## src/rtl/u8u16_pkg.sv

```systemverilog
// Package with the types and constants of the UTF-8 to UTF-16 transcoder.
package u8u16_pkg;

  typedef logic [20:0] code_point_t;

  typedef struct packed {
    logic        valid;
    code_point_t cp;
  } cp_req_t;

  typedef struct packed {
    logic        avail;
    code_point_t cp;
  } cp_head_t;

  localparam code_point_t CP_MAX    = 21'h10FFFF;
  localparam code_point_t SUPP_BASE = 21'h010000;
  localparam logic [15:0] HI_BASE   = 16'hD800;
  localparam logic [15:0] LO_BASE   = 16'hDC00;

  localparam logic [2:0] LEN_IDLE  = 3'd0;
  localparam logic [2:0] LEN_TWO   = 3'd2;
  localparam logic [2:0] LEN_THREE = 3'd3;
  localparam logic [2:0] LEN_FOUR  = 3'd4;

  localparam int QUEUE_DEPTH = 4;
  localparam int QUEUE_AW    = $clog2(QUEUE_DEPTH);

endpackage

```

## src/rtl/u8u16_front.sv

```systemverilog
// Front part: assembles UTF-8 bytes into code points and checks them.
module u8u16_front (
  input  logic                clk,
  input  logic                rst,
  input  logic                accept,
  input  logic [7:0]          in_byte,
  output u8u16_pkg::cp_req_t  req
);
  import u8u16_pkg::*;

  logic [1:0]  bytes_remaining, bytes_remaining_next;
  logic [2:0]  sequence_length, sequence_length_next;
  code_point_t partial_code, partial_code_next;
  logic [3:0]  lead_low_bits, lead_low_bits_next;
  logic        cont;
  logic        first;
  logic        overlong;
  code_point_t cp_acc;

  assign cont     = (in_byte[7:6] == 2'b10);
  assign first    = (({1'b0, bytes_remaining} + 3'd1) == sequence_length);
  assign overlong = first && (lead_low_bits == 4'd0) &&
                    (((sequence_length == LEN_THREE) && !in_byte[5]) ||
                     ((sequence_length == LEN_FOUR) && (in_byte[5:4] == 2'b00)));
  assign cp_acc   = {partial_code[14:0], in_byte[5:0]};

  always_comb begin
    bytes_remaining_next = bytes_remaining;
    sequence_length_next = sequence_length;
    partial_code_next    = partial_code;
    lead_low_bits_next   = lead_low_bits;
    req                  = '0;
    if (accept) begin
      if (cont) begin
        if (bytes_remaining != 2'd0) begin
          if (overlong) begin
            bytes_remaining_next = 2'd0;
            sequence_length_next = LEN_IDLE;
            partial_code_next    = '0;
            lead_low_bits_next   = 4'd0;
          end else if (bytes_remaining == 2'd1) begin
            bytes_remaining_next = 2'd0;
            sequence_length_next = LEN_IDLE;
            partial_code_next    = '0;
            lead_low_bits_next   = 4'd0;
            req.valid            = (cp_acc <= CP_MAX);
            req.cp               = cp_acc;
          end else begin
            bytes_remaining_next = bytes_remaining - 2'd1;
            partial_code_next    = cp_acc;
          end
        end
      end else begin
        bytes_remaining_next = 2'd0;
        sequence_length_next = LEN_IDLE;
        partial_code_next    = '0;
        lead_low_bits_next   = 4'd0;
        if (!in_byte[7]) begin
          req.valid = 1'b1;
          req.cp    = {13'd0, in_byte};
        end else if (in_byte inside {[8'hC2:8'hDF]}) begin
          sequence_length_next = LEN_TWO;
          bytes_remaining_next = 2'd1;
          lead_low_bits_next   = in_byte[3:0];
          partial_code_next    = {16'd0, in_byte[4:0]};
        end else if (in_byte inside {[8'hE0:8'hEF]}) begin
          sequence_length_next = LEN_THREE;
          bytes_remaining_next = 2'd2;
          lead_low_bits_next   = in_byte[3:0];
          partial_code_next    = {17'd0, in_byte[3:0]};
        end else if (in_byte inside {[8'hF0:8'hF7]}) begin
          sequence_length_next = LEN_FOUR;
          bytes_remaining_next = 2'd3;
          lead_low_bits_next   = {1'b0, in_byte[2:0]};
          partial_code_next    = {18'd0, in_byte[2:0]};
        end
      end
    end
  end

  always_ff @(posedge clk) begin
    if (rst) begin
      bytes_remaining <= 2'd0;
      sequence_length <= LEN_IDLE;
      partial_code    <= '0;
      lead_low_bits   <= 4'd0;
    end else begin
      bytes_remaining <= bytes_remaining_next;
      sequence_length <= sequence_length_next;
      partial_code    <= partial_code_next;
      lead_low_bits   <= lead_low_bits_next;
    end
  end

endmodule

```

## src/rtl/u8u16_queue.sv

```systemverilog
// Short queue of code points between the front and back parts.
module u8u16_queue (
  input  logic                 clk,
  input  logic                 rst,
  input  u8u16_pkg::cp_req_t   wr,
  input  logic                 rd,
  output logic                 full,
  output u8u16_pkg::cp_head_t  head
);
  import u8u16_pkg::*;

  code_point_t               mem [QUEUE_DEPTH];
  logic [QUEUE_AW-1:0]       wr_ptr;
  logic [QUEUE_AW-1:0]       rd_ptr;
  logic [QUEUE_AW:0]         count;
  logic                      do_wr;
  logic                      do_rd;

  assign full      = (count == (QUEUE_AW+1)'(QUEUE_DEPTH));
  assign head.avail = (count != '0);
  assign head.cp   = mem[rd_ptr];
  assign do_wr     = wr.valid && !full;
  assign do_rd     = rd && head.avail;

  always_ff @(posedge clk) begin
    if (do_wr) begin
      mem[wr_ptr] <= wr.cp;
    end
  end

  always_ff @(posedge clk) begin
    if (rst) begin
      wr_ptr <= '0;
      rd_ptr <= '0;
      count  <= '0;
    end else begin
      if (do_wr) begin
        wr_ptr <= wr_ptr + 1'b1;
      end
      if (do_rd) begin
        rd_ptr <= rd_ptr + 1'b1;
      end
      case ({do_wr, do_rd})
        2'b10:   count <= count + 1'b1;
        2'b01:   count <= count - 1'b1;
        default: count <= count;
      endcase
    end
  end

endmodule

```

## src/rtl/u8u16_back.sv

```systemverilog
// Back part: turns code points into UTF-16 code units, one unit per cycle while pop is high.
module u8u16_back (
  input  logic                 clk,
  input  logic                 rst,
  input  u8u16_pkg::cp_head_t  head,
  output logic                 rd,
  output logic                 empty,
  input  logic                 pop,
  output logic [15:0]          code_unit,
  output logic                 last_unit
);
  import u8u16_pkg::*;

  logic        cur_valid;
  code_point_t cur_cp;
  logic        second_half;
  logic        big;
  code_point_t diff;
  logic        advance;

  assign big  = (cur_cp >= SUPP_BASE);
  assign diff = cur_cp - SUPP_BASE;

  always_comb begin
    if (!big) begin
      code_unit = cur_cp[15:0];
      last_unit = 1'b1;
    end else if (!second_half) begin
      code_unit = HI_BASE + {6'd0, diff[19:10]};
      last_unit = 1'b0;
    end else begin
      code_unit = LO_BASE + {6'd0, diff[9:0]};
      last_unit = 1'b1;
    end
  end

  assign empty   = !cur_valid;
  assign advance = !cur_valid || (pop && last_unit);
  assign rd      = advance;

  always_ff @(posedge clk) begin
    if (advance) begin
      cur_cp <= head.cp;
    end
  end

  always_ff @(posedge clk) begin
    if (rst) begin
      cur_valid   <= 1'b0;
      second_half <= 1'b0;
    end else if (advance) begin
      cur_valid   <= head.avail;
      second_half <= 1'b0;
    end else if (pop) begin
      second_half <= 1'b1;
    end
  end

endmodule

```

## src/rtl/utf8_to_utf16_decoder.sv

```systemverilog
// Top level of the UTF-8 to UTF-16 transcoder.
//
//   Channel   Handshake             Fields
//   input     push / full           in_byte[7:0]
//   result    empty / pop           code_unit[15:0], last_unit
//
// A byte is taken every cycle while the code point queue has room; the front
// part decodes it in the cycle it is taken. The back part gives one code unit
// per cycle while pop is high, so a character above the BMP gives a surrogate pair.
// When idle, a code point goes through the queue and then the output register.
// Reset clears the sequence state, queue pointers and count, and output valid.
// A stalled result side fills the four-entry queue and then raises full.
module utf8_to_utf16_decoder (
  input  logic        clk,
  input  logic        rst,
  input  logic        push,
  output logic        full,
  input  logic [7:0]  in_byte,
  output logic        empty,
  input  logic        pop,
  output logic [15:0] code_unit,
  output logic        last_unit
);
  import u8u16_pkg::*;

  cp_req_t  req;
  cp_head_t head;
  logic     rd;

  u8u16_front u_front (
    .clk     (clk),
    .rst     (rst),
    .accept  (push && !full),
    .in_byte (in_byte),
    .req     (req)
  );

  u8u16_queue u_queue (
    .clk  (clk),
    .rst  (rst),
    .wr   (req),
    .rd   (rd),
    .full (full),
    .head (head)
  );

  u8u16_back u_back (
    .clk       (clk),
    .rst       (rst),
    .head      (head),
    .rd        (rd),
    .empty     (empty),
    .pop       (pop),
    .code_unit (code_unit),
    .last_unit (last_unit)
  );

endmodule

```

## config.mk

```make
export PLATFORM = sky130hd
export DESIGN_NAME = utf8_to_utf16_decoder
export DESIGN_NICKNAME = d
export VERILOG_FILES = /design/src/rtl/u8u16_pkg.sv /design/src/rtl/u8u16_front.sv /design/src/rtl/u8u16_queue.sv /design/src/rtl/u8u16_back.sv /design/src/rtl/utf8_to_utf16_decoder.sv
export SDC_FILE = /design/constraint.sdc
export NUM_CORES = 1
export LEC_CHECK = 0
export BUFFER_PORTS_ARGS = -buffer_cell sky130_fd_sc_hd__buf_2
export CORE_MARGIN = 2
export CORE_UTILIZATION = 30
export CTS_CLUSTER_SIZE = 25
export DETAILED_ROUTE_END_ITERATION = 8
export RECOVER_POWER = 25
export REMOVE_ABC_BUFFERS = 1
export SYNTH_ARGS = -nofsm -noshare
export SYNTH_HDL_FRONTEND = slang
export SYNTH_SLANG_ARGS = --single-unit
```

## constraint.sdc

```tcl
create_clock -name clk -period 3.7 [get_ports clk]
set_input_delay 0.185 -clock clk [delete_from_list [all_inputs] [get_ports clk]]
set_output_delay 0.185 -clock clk [all_outputs]
set_load 0.05 [all_outputs]
```

Word-level counts from Yosys, hierarchy flattened
Memory sizes are Yosys's and may differ from the RTL's. A register that Yosys moved wholly into a read port is not among the register bits.
Cells that the tools add are included.
- register bits after elaboration: 33
- memory bits (writable): 84
- logic and storage cells: 106
- memories: 1
- $add $sub $neg: 9
- magnitude comparators: 8
- eq/ne operators: 10
- mux-type cells: 45
- reduce and logical (&&, ||, !) cells: 24
- memory list (name ; words ; bits a word ; rd ports ; clocked after Yosys merged registers in ; write ports ; line ; text):
    u_queue.mem ; 4 ; 21 ; 1 ; 1 ; 1 ; u8u16_queue.sv:12 ; code_point_t mem [QUEUE_DEPTH];
- operators by type and width (cell ; count):
    two-way mux 22 bit ; 6
    two-way mux 15 bit ; 7
    adder 15 x 11 -> 16 bit (first input constant) ; 2
    two-way mux 16 bit ; 2
    two-way mux 3 bit ; 10
    two-way mux 4 bit ; 7
    >= comparator 8 bit (second input constant) ; 3
    <= comparator 8 bit (second input constant) ; 3
    >= comparator 21 x 17 -> 1 bit (second input constant) ; 1
    <= comparator 21 bit (second input constant) ; 1
    subtractor 20 x 17 -> 20 bit (second input constant) ; 1
    two-way mux 2 bit ; 8
    logical AND 1 bit ; 11
    equality test 3 bit (second input constant) ; 2
    one-hot mux 3 bit (2 select lines) ; 1
    adder 2 x 1 -> 2 bit (second input constant) ; 2
    equality test 2 x 1 -> 1 bit (second input constant) ; 2
    equality test 2 bit (second input constant) ; 2
    zero test 4 bit ; 1
    two-way mux 1 bit ; 4
    nonzero test 2 bit ; 2
    adder 2 x 1 -> 3 bit (second input constant) ; 1
    adder 3 x 1 -> 3 bit (second input constant) ; 1
    equality test 3 x 2 -> 1 bit (second input constant) ; 1
    other kinds (12) ; 15

Longest topological paths before layout
Gate-level depths: netlist of run 1.
- depth after elaboration: 11
- mapped depth: 13

By module
From an unflattened synthesis of run 1, not the netlist that was laid out.
- cell total of the unflattened synthesis: 421
- area, all modules: 6074.6 um^2
- by module, submodules not included (module ; times used ; cells each ; area an instance (um^2)):
    u8u16_queue ; 1 ; 161 ; 3507.1
    u8u16_front ; 1 ; 191 ; 1501.4
    u8u16_back ; 1 ; 68 ; 1052.3
    utf8_to_utf16_decoder ; 1 ; 1 ; 13.8

Least setup slack after synthesis of run 1
No wires, ideal clock.
- path kind: register -> register
- start point: register u_queue.count[2]
- end point: register u_queue.count[2]
- setup time: 0.071 ns
- arrival time: 3.338 ns
- required time: 3.629 ns
- setup slack: 0.292 ns
- cell stages (with the launch flop): 12
- path buffers: 1
- clock period less this slack: 3.408 ns
- cells stage by stage: dfxtp_1 > nor3b_1 > nand2b_1 > buf_2 > o22ai_2 > inv_1 > ha_1 > inv_1 > fa_1 > xor2_1 > or3_1 > a21oi_1
- word-level cells in the longest chain between the ends: 7
- elaborated cells between the ends (all ways): 13
- those cells by class: add/sub (2); eq/ne (3); mux (2); reduce/logical (6)
- ends and longest elaborated chain (item ; line ; text):
    start: declaration ; u8u16_queue.sv:15 ; logic [QUEUE_AW:0] count;
    start signal: assignment ; u8u16_queue.sv:44 ; 2'b10: count <= count + 1'b1;
    start signal: assignment ; u8u16_queue.sv:45 ; 2'b01: count <= count - 1'b1;
    start signal: assignment ; u8u16_queue.sv:46 ; default: count <= count;
    equality test 3 bit * ; u8u16_queue.sv:19 ; assign full = (count == (QUEUE_AW+1)'(QUEUE_DEPTH));
    named net full ; utf8_to_utf16_decoder.sv:17 ; output logic full,
    zero test 1 bit * ; u8u16_queue.sv:22, utf8_to_utf16_decoder.sv:33 ;
    logical AND 1 bit ; utf8_to_utf16_decoder.sv:33 ; .accept (push && !full),
    two-way mux 22 bit ; u8u16_front.sv:33 ; if (accept) begin
    logical AND 1 bit * ; u8u16_queue.sv:22 ; assign do_wr = wr.valid && !full;
    equality test 2 x 1 -> 1 bit or equality test 2 bit (tied branches) ; u8u16_queue.sv:43 ; case ({do_wr, do_rd})
    one-hot mux 3 bit (2 select lines) or nonzero test 2 bit (tied branches) ; - ;
Mark *: on every way through the listed nets, which the timed path passes. The rest lies on a longest branch.
A chain may end at the register's enable or synchronous reset.

Worst setup path after layout of run 1
- start point: register u_front.bytes_remaining[0]
- end point: register u_queue.count[2]
- word-level cells in the longest chain between the ends: 11
- elaborated cells between the ends (all ways): 16
- those cells by class: add/sub (1); eq/ne (4); mux (6); reduce/logical (5)
- ends and longest elaborated chain (item ; line ; text):
    start: declaration ; u8u16_front.sv:11 ; logic [1:0] bytes_remaining, bytes_remaining_next;
    start signal: assignment ; u8u16_front.sv:88 ; bytes_remaining <= bytes_remaining_next;
    adder 2 x 1 -> 3 bit ; u8u16_front.sv:21 ; assign first = (({1'b0, bytes_remaining} + 3'd1) == sequence_length);
    equality test 3 bit ; u8u16_front.sv:21 ;
    logical AND 1 bit (2 in a row) ; u8u16_front.sv:22 ; assign overlong = first && (lead_low_bits == 4'd0) &&
    two-way mux 22 bit ; u8u16_front.sv:36 ; if (overlong) begin
    two-way mux 22 bit * ; u8u16_front.sv:35 ; if (bytes_remaining != 2'd0) begin
    two-way mux 22 bit * ; u8u16_front.sv:34 ; if (cont) begin
    two-way mux 22 bit * ; u8u16_front.sv:33 ;
    logical AND 1 bit * ; u8u16_queue.sv:22 ;
    equality test 2 x 1 -> 1 bit or equality test 2 bit (tied branches) ; u8u16_queue.sv:43 ;
    one-hot mux 3 bit (2 select lines) or nonzero test 2 bit (tied branches) ; - ;
Every way passes the cells marked *; elsewhere a longest branch is shown, timed or not.

==> results.md, run 1 <==
* Status: completed
* Starting Density at 30.38%
* Die height at 143.9 um
* Worst slew pin tran at 1204 ps
* DP Area at 6340 um2
* Worst path required time at 4030 ps
* Logic gate share of total power at 26.3%
* Tot GR Track Use at 11.86%
* Share of post-route cells with drive strength above 1 at 24.00%
* Hold path startpoint: pop
* DIE WIDTH at 143.9 um
* Layout Area Growth over Synthesis at 17.30%
* Tightest Hold Check Type: primary input to flip-flop
* Area of the multi-input gates at 1877 um2
* Row cnt at 51
* Routability cong. at 0.7702
* # H-tree levels at 4
* CTS Root Cell: clkbuf_16
* Total global routing overflow at 0
* First-pass GRT wire length at 18,510 um
* Post-route cell area at 6890 um2
* Top cells by area, synth: edfxtp_1 (54%), dfxtp_1 (11%), mux4_2 (8.1%)
* Static Leak at 2.305 nW
* WHS Path Cells at 3
* Initial antenna violation count at 0
* Pin count of the biggest net entering global routing at 44
* Worst Setup Start Kind: flip-flop
* Worst reg2reg path depth at 13
* Reg power frac at 41.2%
* Final Util at 35.64%
* Sink Count at 138
* Peak supply drop at 0.3425 mV
* Sw Share at 34.34%
* TritonCTS clock tree: done
* Post-CTS Hold Buffers at 0
* Hold violation count in the final report at 0
* Synthesized cell area at 5874 um2
* Vias post-DR at 3,342
* Setup Crit Path Kind: flip-flop to flip-flop
* # resized after CTS at 0
* Iter 0 DRT Violations at 239
* Post-synth top cells: edfxtp_1 (105), dfxtp_1 (33), inv_1 (23)
* Tcrit/Tclk final at 90.45%
* Arr. time, crit path at 3680 ps
* Switch Pwr at 0.001732 W
* Layout Skew at 17.44 ps
* RR Startpoint: u_front.bytes_remaining[0]
* Later-pin clock latency in the skew report at 420 ps
* Synth warn at 0
* Post-Route WL at 11,530 um
* Via density at 4.674
* Clk slew on worst S/H paths at 60 ps
* Post-synthesis cell count at 396
* Fmax at 298.8 MHz
* Boundary Pins at 31
* Final net count at 460
* Async SR Flop Fraction at 0%
* CTS Buf Count at 17
* Power Density at 732.1 nW/um2
* Post-synth top area cell: edfxtp_1
* Worst reg2reg endpoint: u_queue.count[2]
* Wire per inst at 16.13 um
* Post-placement setup slack at 432.7 ps
* Max Fanout on Critical Path at 7
* Post-Syn Area per Cell at 14.83 um2
* RSZ-0062 raised after global routing: false
* ANT nets after route at 0
* Antenna cell count at 0
* Distinct cell type count after synthesis at 53
* Drt first pass iters at 5
* Hold Path End: u_back.second_half
* Clk pwr share at 32.5%
* Max Cap Viol at 0
* Dpl hpwl at 7635 um
* Synth top area share at 53.67%
* Reg2reg setup slack at 350 ps
* Most frequent cell after synthesis: edfxtp_1
* Vias in the first global route at 3,469
* Final setup TNS at 0 ps
* Die area at 20,720 um2
* Internal power at 0.003312 W
* Largest buffer count on any clock path at 2
* Register area at 3814 um2
* Slew HR at 19.61%
* Crit. End Element: flip-flop
* WHS at 51.98 ps
* Register area share after synthesis at 64.92%
* Final setup violation count at 0
* PortBufs at 30
* Filler instances at 1,869
* Drt drc at 0
* Core area at 19,330 um2
* Register bit total from synthesis at 138
* Post-layout minimum cycle time at 3347 ps
* Pins Over Slew Limit at 0
* Post-synth top flop: edfxtp_1
* Postcts setup bufs at 0
* Final WS setup at 353.4 ps
* EDFF count, synth at 105
[critical path: stages (launching register included)]
cell,delay [ps]
dfxtp_1,380
inv_1,120
ha_1,340
or4_4,440
nor4_4,160
o21a_1,230
o22ai_1,200
inv_1,100
ha_1,170
inv_1,70
fa_1,430
xor2_1,170
or3_1,310
a21oi_1,150
[how the worst max path moves through the flow]
stage,from,depth (start not counted),to
final,u_front.bytes_remaining[0],13,u_queue.count[2]
after global routing,u_front.bytes_remaining[0],13,u_queue.count[2]
after CTS,u_back.cur_cp[17],8,code_unit[4]
after detailed placement,u_front.bytes_remaining[0],13,u_queue.count[2]
after global placement,u_front.bytes_remaining[0],13,u_queue.count[2]
after floorplan,u_queue.count[2],11,u_queue.count[2]
[cell usage in the layout (no fill, tap or decap), types with 10 or more instances in the layout]
master and count:
mux2_2 11, buf_2 28, clkbuf_16 17, edfxtp_1 105, and2_1 18, mux4_2 21, nor2_1 20, nand2b_1 20
inv_1 23, ha_1 10, dfxtp_1 33, nand3_1 10
[cell type report]
| type | instances | share of cell area (%) |
|---|---|---|
| multi-input combinational | 219 | 27.24 |
| sequential | 138 | 55.35 |
| tap | 265 | 4.812 |
| timing repair buffer | 38 | 2.960 |
| inverter | 23 | 1.253 |
| clock buffer | 17 | 6.174 |
| clock inverter | 15 | 2.215 |
[flip-flops by register name, summed over array words and instances (netlist names)]
| register | count |
|---|---|
| u_queue.mem | 84 |
| u_back.cur_valid | 1 |
| u_back.second_half | 1 |
| u_front.bytes_remaining | 2 |
| u_front.partial_code | 15 |
| u_queue.rd_ptr | 2 |
| u_queue.count | 3 |
| u_front.lead_low_bits | 4 |
| u_queue.wr_ptr | 2 |
| u_front.sequence_length | 3 |
| u_back.cur_cp | 21 |
[per-layer routing]
layer	vias to the layer above	GRT usage (%)	wire length, um	share of wire [%]
met2	74	18.17	5309	46
met4	0	3.973	61	0.53
met5	-	0	0	0
met3	8	2.899	525	4.6
met1	1672	16.54	5635	49
li1	1588	-	-	-
[through the flow]
step                total power, W  std cells
floorplan                 0.003079        380
global route              0.005261        715
CTS                       0.005102        715
finish                    0.005045        715
detailed placement        0.003452        683
global placement          0.003416        683
[power groups by stage]
stage | logic [W] | registers [W] | clock network (W)
after floorplan | 0.00101 | 0.00207 | 0
after global placement | 0.00131 | 0.00210 | 0
after detailed placement | 0.00134 | 0.00211 | 0
after CTS | 0.00135 | 0.00208 | 0.00167
after global routing | 0.00143 | 0.00211 | 0.00172
final | 0.00132 | 0.00208 | 0.00164
[logic make-up after synthesis]
kind of cell,after synthesis,share of synthesized area (%)
flops,138,64.92
xor+xnor,4,0.5965
fa+ha+maj,11,2.471
simple gates,121,12.12
mux,42,11.95
compound gates,41,5.176
buf+inv,39,2.769
Note: power is estimated with default switching activity, not from simulation.
==> run 2: changes to the inputs <==
--- a/config.mk
+++ b/config.mk
@@ -7,9 +7,10 @@
 export LEC_CHECK = 0
 export BUFFER_PORTS_ARGS = -buffer_cell sky130_fd_sc_hd__buf_2
 export CORE_MARGIN = 2
-export CORE_UTILIZATION = 30
-export CTS_CLUSTER_SIZE = 25
+export CORE_UTILIZATION = 61
+export CTS_CLUSTER_SIZE = 30
 export DETAILED_ROUTE_END_ITERATION = 8
+export PLACE_DENSITY = 0.86
 export RECOVER_POWER = 25
 export REMOVE_ABC_BUFFERS = 1
 export SYNTH_ARGS = -nofsm -noshare
==> results.md, run 2 (same netlist as run 1, synthesis figures left out) <==
* Tcrit/Tclk final at 92.37% (was 90.45%)
* Final setup violation count at 0 (unchanged)
* Routability cong. at 0.8500 (was 0.7702)
* Vias post-DR at 3,415 (was 3,342)
* Row cnt at 35 (was 51)
* Drt drc at 0 (unchanged)
* Top reg by flops: u_queue.mem (unchanged)
* Post-Place Cells at 547 (was 683)
* Cell Chain, Critical Path: inv_1 -> ha_1 -> nor4b_1 -> nand2_1 -> o21ai_1 -> nor2b_1 -> mux2_2 -> buf_2 (was inv_1 -> ha_1 -> or4_4 -> nor4_4 -> o21a_1 -> o22ai_1 -> inv_1 -> ha_1 -> inv_1 -> fa_1 -> xor2_1 -> or3_1 -> a21oi_1)
* TritonCTS clock tree: done (unchanged)
* Share of post-route cells with drive strength above 1 at 22.81% (was 24.00%)
* Hold violation count in the final report at 0 (unchanged)
* Initial antenna violation count at 0 (unchanged)
* ANT nets after route at 0 (unchanged)
* Core area at 9284 um2 (was 19,330 um2)
* CP top delay family: simple AND/OR/NAND/NOR gates (was adder cells)
* PortBufs at 30 (unchanged)
* Max Cap Viol at 0 (unchanged)
* Vias in the first global route at 3,559 (was 3,469)
* Fin cells at 585 (was 715)
* # resized after CTS at 0 (unchanged)
* Static Leak at 2.346 nW (was 2.305 nW)
* M3 GR Usage at 5.404% (was 2.899%)
* Setup Crit Path Kind: flip-flop to output pin (was flip-flop to flip-flop)
* Dpl hpwl at 7188 um (was 7635 um)
* Wire per inst at 19.87 um (was 16.13 um)
* Boundary Pins at 31 (unchanged)
* Met1 usage at 30.34% (was 16.54%)
* Antenna cell count at 0 (unchanged)
* Largest buffer count on any clock path at 2 (unchanged)
* RSZ-0062 raised after global routing: false (unchanged)
* Final setup TNS at 0 ps (unchanged)
* Starting Density at 63.27% (was 30.38%)
* # H-tree levels at 4 (unchanged)
* CTS Buf Count at 17 (unchanged)
* Crit. End Element: output pin (was flip-flop)
* Power Density at 755.0 nW/um2 (was 732.1 nW/um2)
* Busiest layer in global routing: met2 (unchanged)
* Drt first pass iters at 4 (was 5)
* Tightest Hold Check Type: primary input to flip-flop (unchanged)
* Worst Setup Start Kind: flip-flop (unchanged)
* Sink Count at 138 (unchanged)
* Final net count at 466 (was 460)
* Max reg flops at 84 (unchanged)
* Met2 Usage GRT at 41.90% (was 18.17%)
* Total global routing overflow at 0 (unchanged)
* Top flop regs: u_queue.mem x84, u_back.cur_cp x21, u_front.partial_code x15 (unchanged)
* Worst slew pin tran at 1408 ps (was 1204 ps)
* Max Fanout on Critical Path at 11 (was 7)
* Peak supply drop at 0.4692 mV (was 0.3425 mV)
* Pins Over Slew Limit at 0 (unchanged)
* Die height at 102.1 um (was 143.9 um)
* Die area at 10,430 um2 (was 20,720 um2)
* Layout Area Growth over Synthesis at 15.80% (was 17.30%)
* Postcts setup bufs at 0 (unchanged)
* Post-layout minimum cycle time at 3418 ps (was 3347 ps)
* Worst path required time at 3510 ps (was 4030 ps)
* Via density at 5.838 (was 4.674)
* Worst path buffer plus inverter count at 2 (was 3)
* DIE WIDTH at 102.1 um (was 143.9 um)
* First-pass GRT wire length at 18,350 um (was 18,510 um)
* Most frequent cells in the layout: edfxtp_1 (105), dfxtp_1 (33), buf_2 (28), inv_1 (23), mux4_2 (21) (unchanged)
* Tot GR Track Use at 24.34% (was 11.86%)
* Pin count of the biggest net entering global routing at 44 (unchanged)
* Commonest non-fill, non-tap cell in the layout: edfxtp_1 (unchanged)
* Slew HR at 5.349% (was 19.61%)
* Fmax at 292.6 MHz (was 298.8 MHz)
* CTS Root Cell: clkbuf_8 (was clkbuf_16)
* Later-pin clock latency in the skew report at 510 ps (was 420 ps)
* Clk slew on worst S/H paths at 60 ps (about the same)
* Final Power at 0.005136 W (was 0.005045 W)
* Arr. time, crit path at 3230 ps (was 3680 ps)
* Crit-path slowest cell: nor2b_1 (was or4_4)
* Iter 0 DRT Violations at 204 (was 239)
* Status: completed (unchanged)
* Layout Skew at 11.88 ps (was 17.44 ps)
* Post-Route WL at 11,620 um (was 11,530 um)
* Max incr delay on CP at 780 ps (was 440 ps)
-- run 2: final timing paths --
check	slack, ps	from	endpoint	cells after the start
worst max register to register	370	u_front.bytes_remaining[0]	u_queue.mem[0][3]	7
worst min-delay path	20	in_byte[3]	u_front.lead_low_bits[3]	3
worst max-delay path	280	u_back.cur_cp[17]	code_unit[6]	8
worst min register to register	490	u_front.lead_low_bits[1]	u_front.lead_low_bits[1]	2
-- run 2: cell type report --
class / count / area, um2
tap: 129 / 161.4
fill: 585 / 2481
sequential: 138 / 3814
timing repair buffer: 44 / 264.0
clock inverter: 13 / 192.7
multi-input combinational: 219 / 1863
inverter: 23 / 86.33
clock buffer: 19 / 421.7
-- run 2: stage by stage --
stage | cell area, um2 | hold WS, ps | utilization [%] | setup slack, ps
after detailed placement | 6170 | 482.0 | 66.46 | 416.2
after CTS | 6844 | 0.1580 | 73.72 | 250.4
final | 6803 | 23.20 | 73.27 | 282.2
after floorplan | 5798 | 254.1 | - | 133.0
after global routing | 6803 | 28.79 | 73.27 | 52.73
after global placement | 6170 | 452.6 | 66.46 | 581.8
-- run 2: metal layers --
| metal | up-vias | part of all wire, % | wire, um |
|---|---|---|---|
| met3 | 13 | 4.5 | 519 |
| met2 | 103 | 53 | 6137 |
| met5 | - | 0 | 0 |
| met4 | 0 | 1.6 | 184 |
| li1 | 1597 | - | - |
| met1 | 1702 | 41 | 4782 |
-- run 2: power by group --
part           total [W]  switching (W)  internal [W]
registers        0.00208       0.000146       0.00193
clock network    0.00174       0.000642       0.00110
logic            0.00131       0.000881      0.000431
-- run 2: worst reg2reg max path, delay by kind of cell (launching register included) --
| kind | cells | cell delay [ps] |
|---|---|---|
| AO/OA/AOI/OAI | 2 | 1180 |
| adder cells (fa/ha/maj) | 1 | 350 |
| flip-flops | 1 | 380 |
| AND/OR/NAND/NOR | 3 | 1020 |
| buffers and inverters | 1 | 120 |
-- run 2: repair_timing --
action | in CTS | in global routing
hold endpoints to repair | 6 | 0
setup endpoints to repair | 0 | 0
hold buffers | 6 | 0
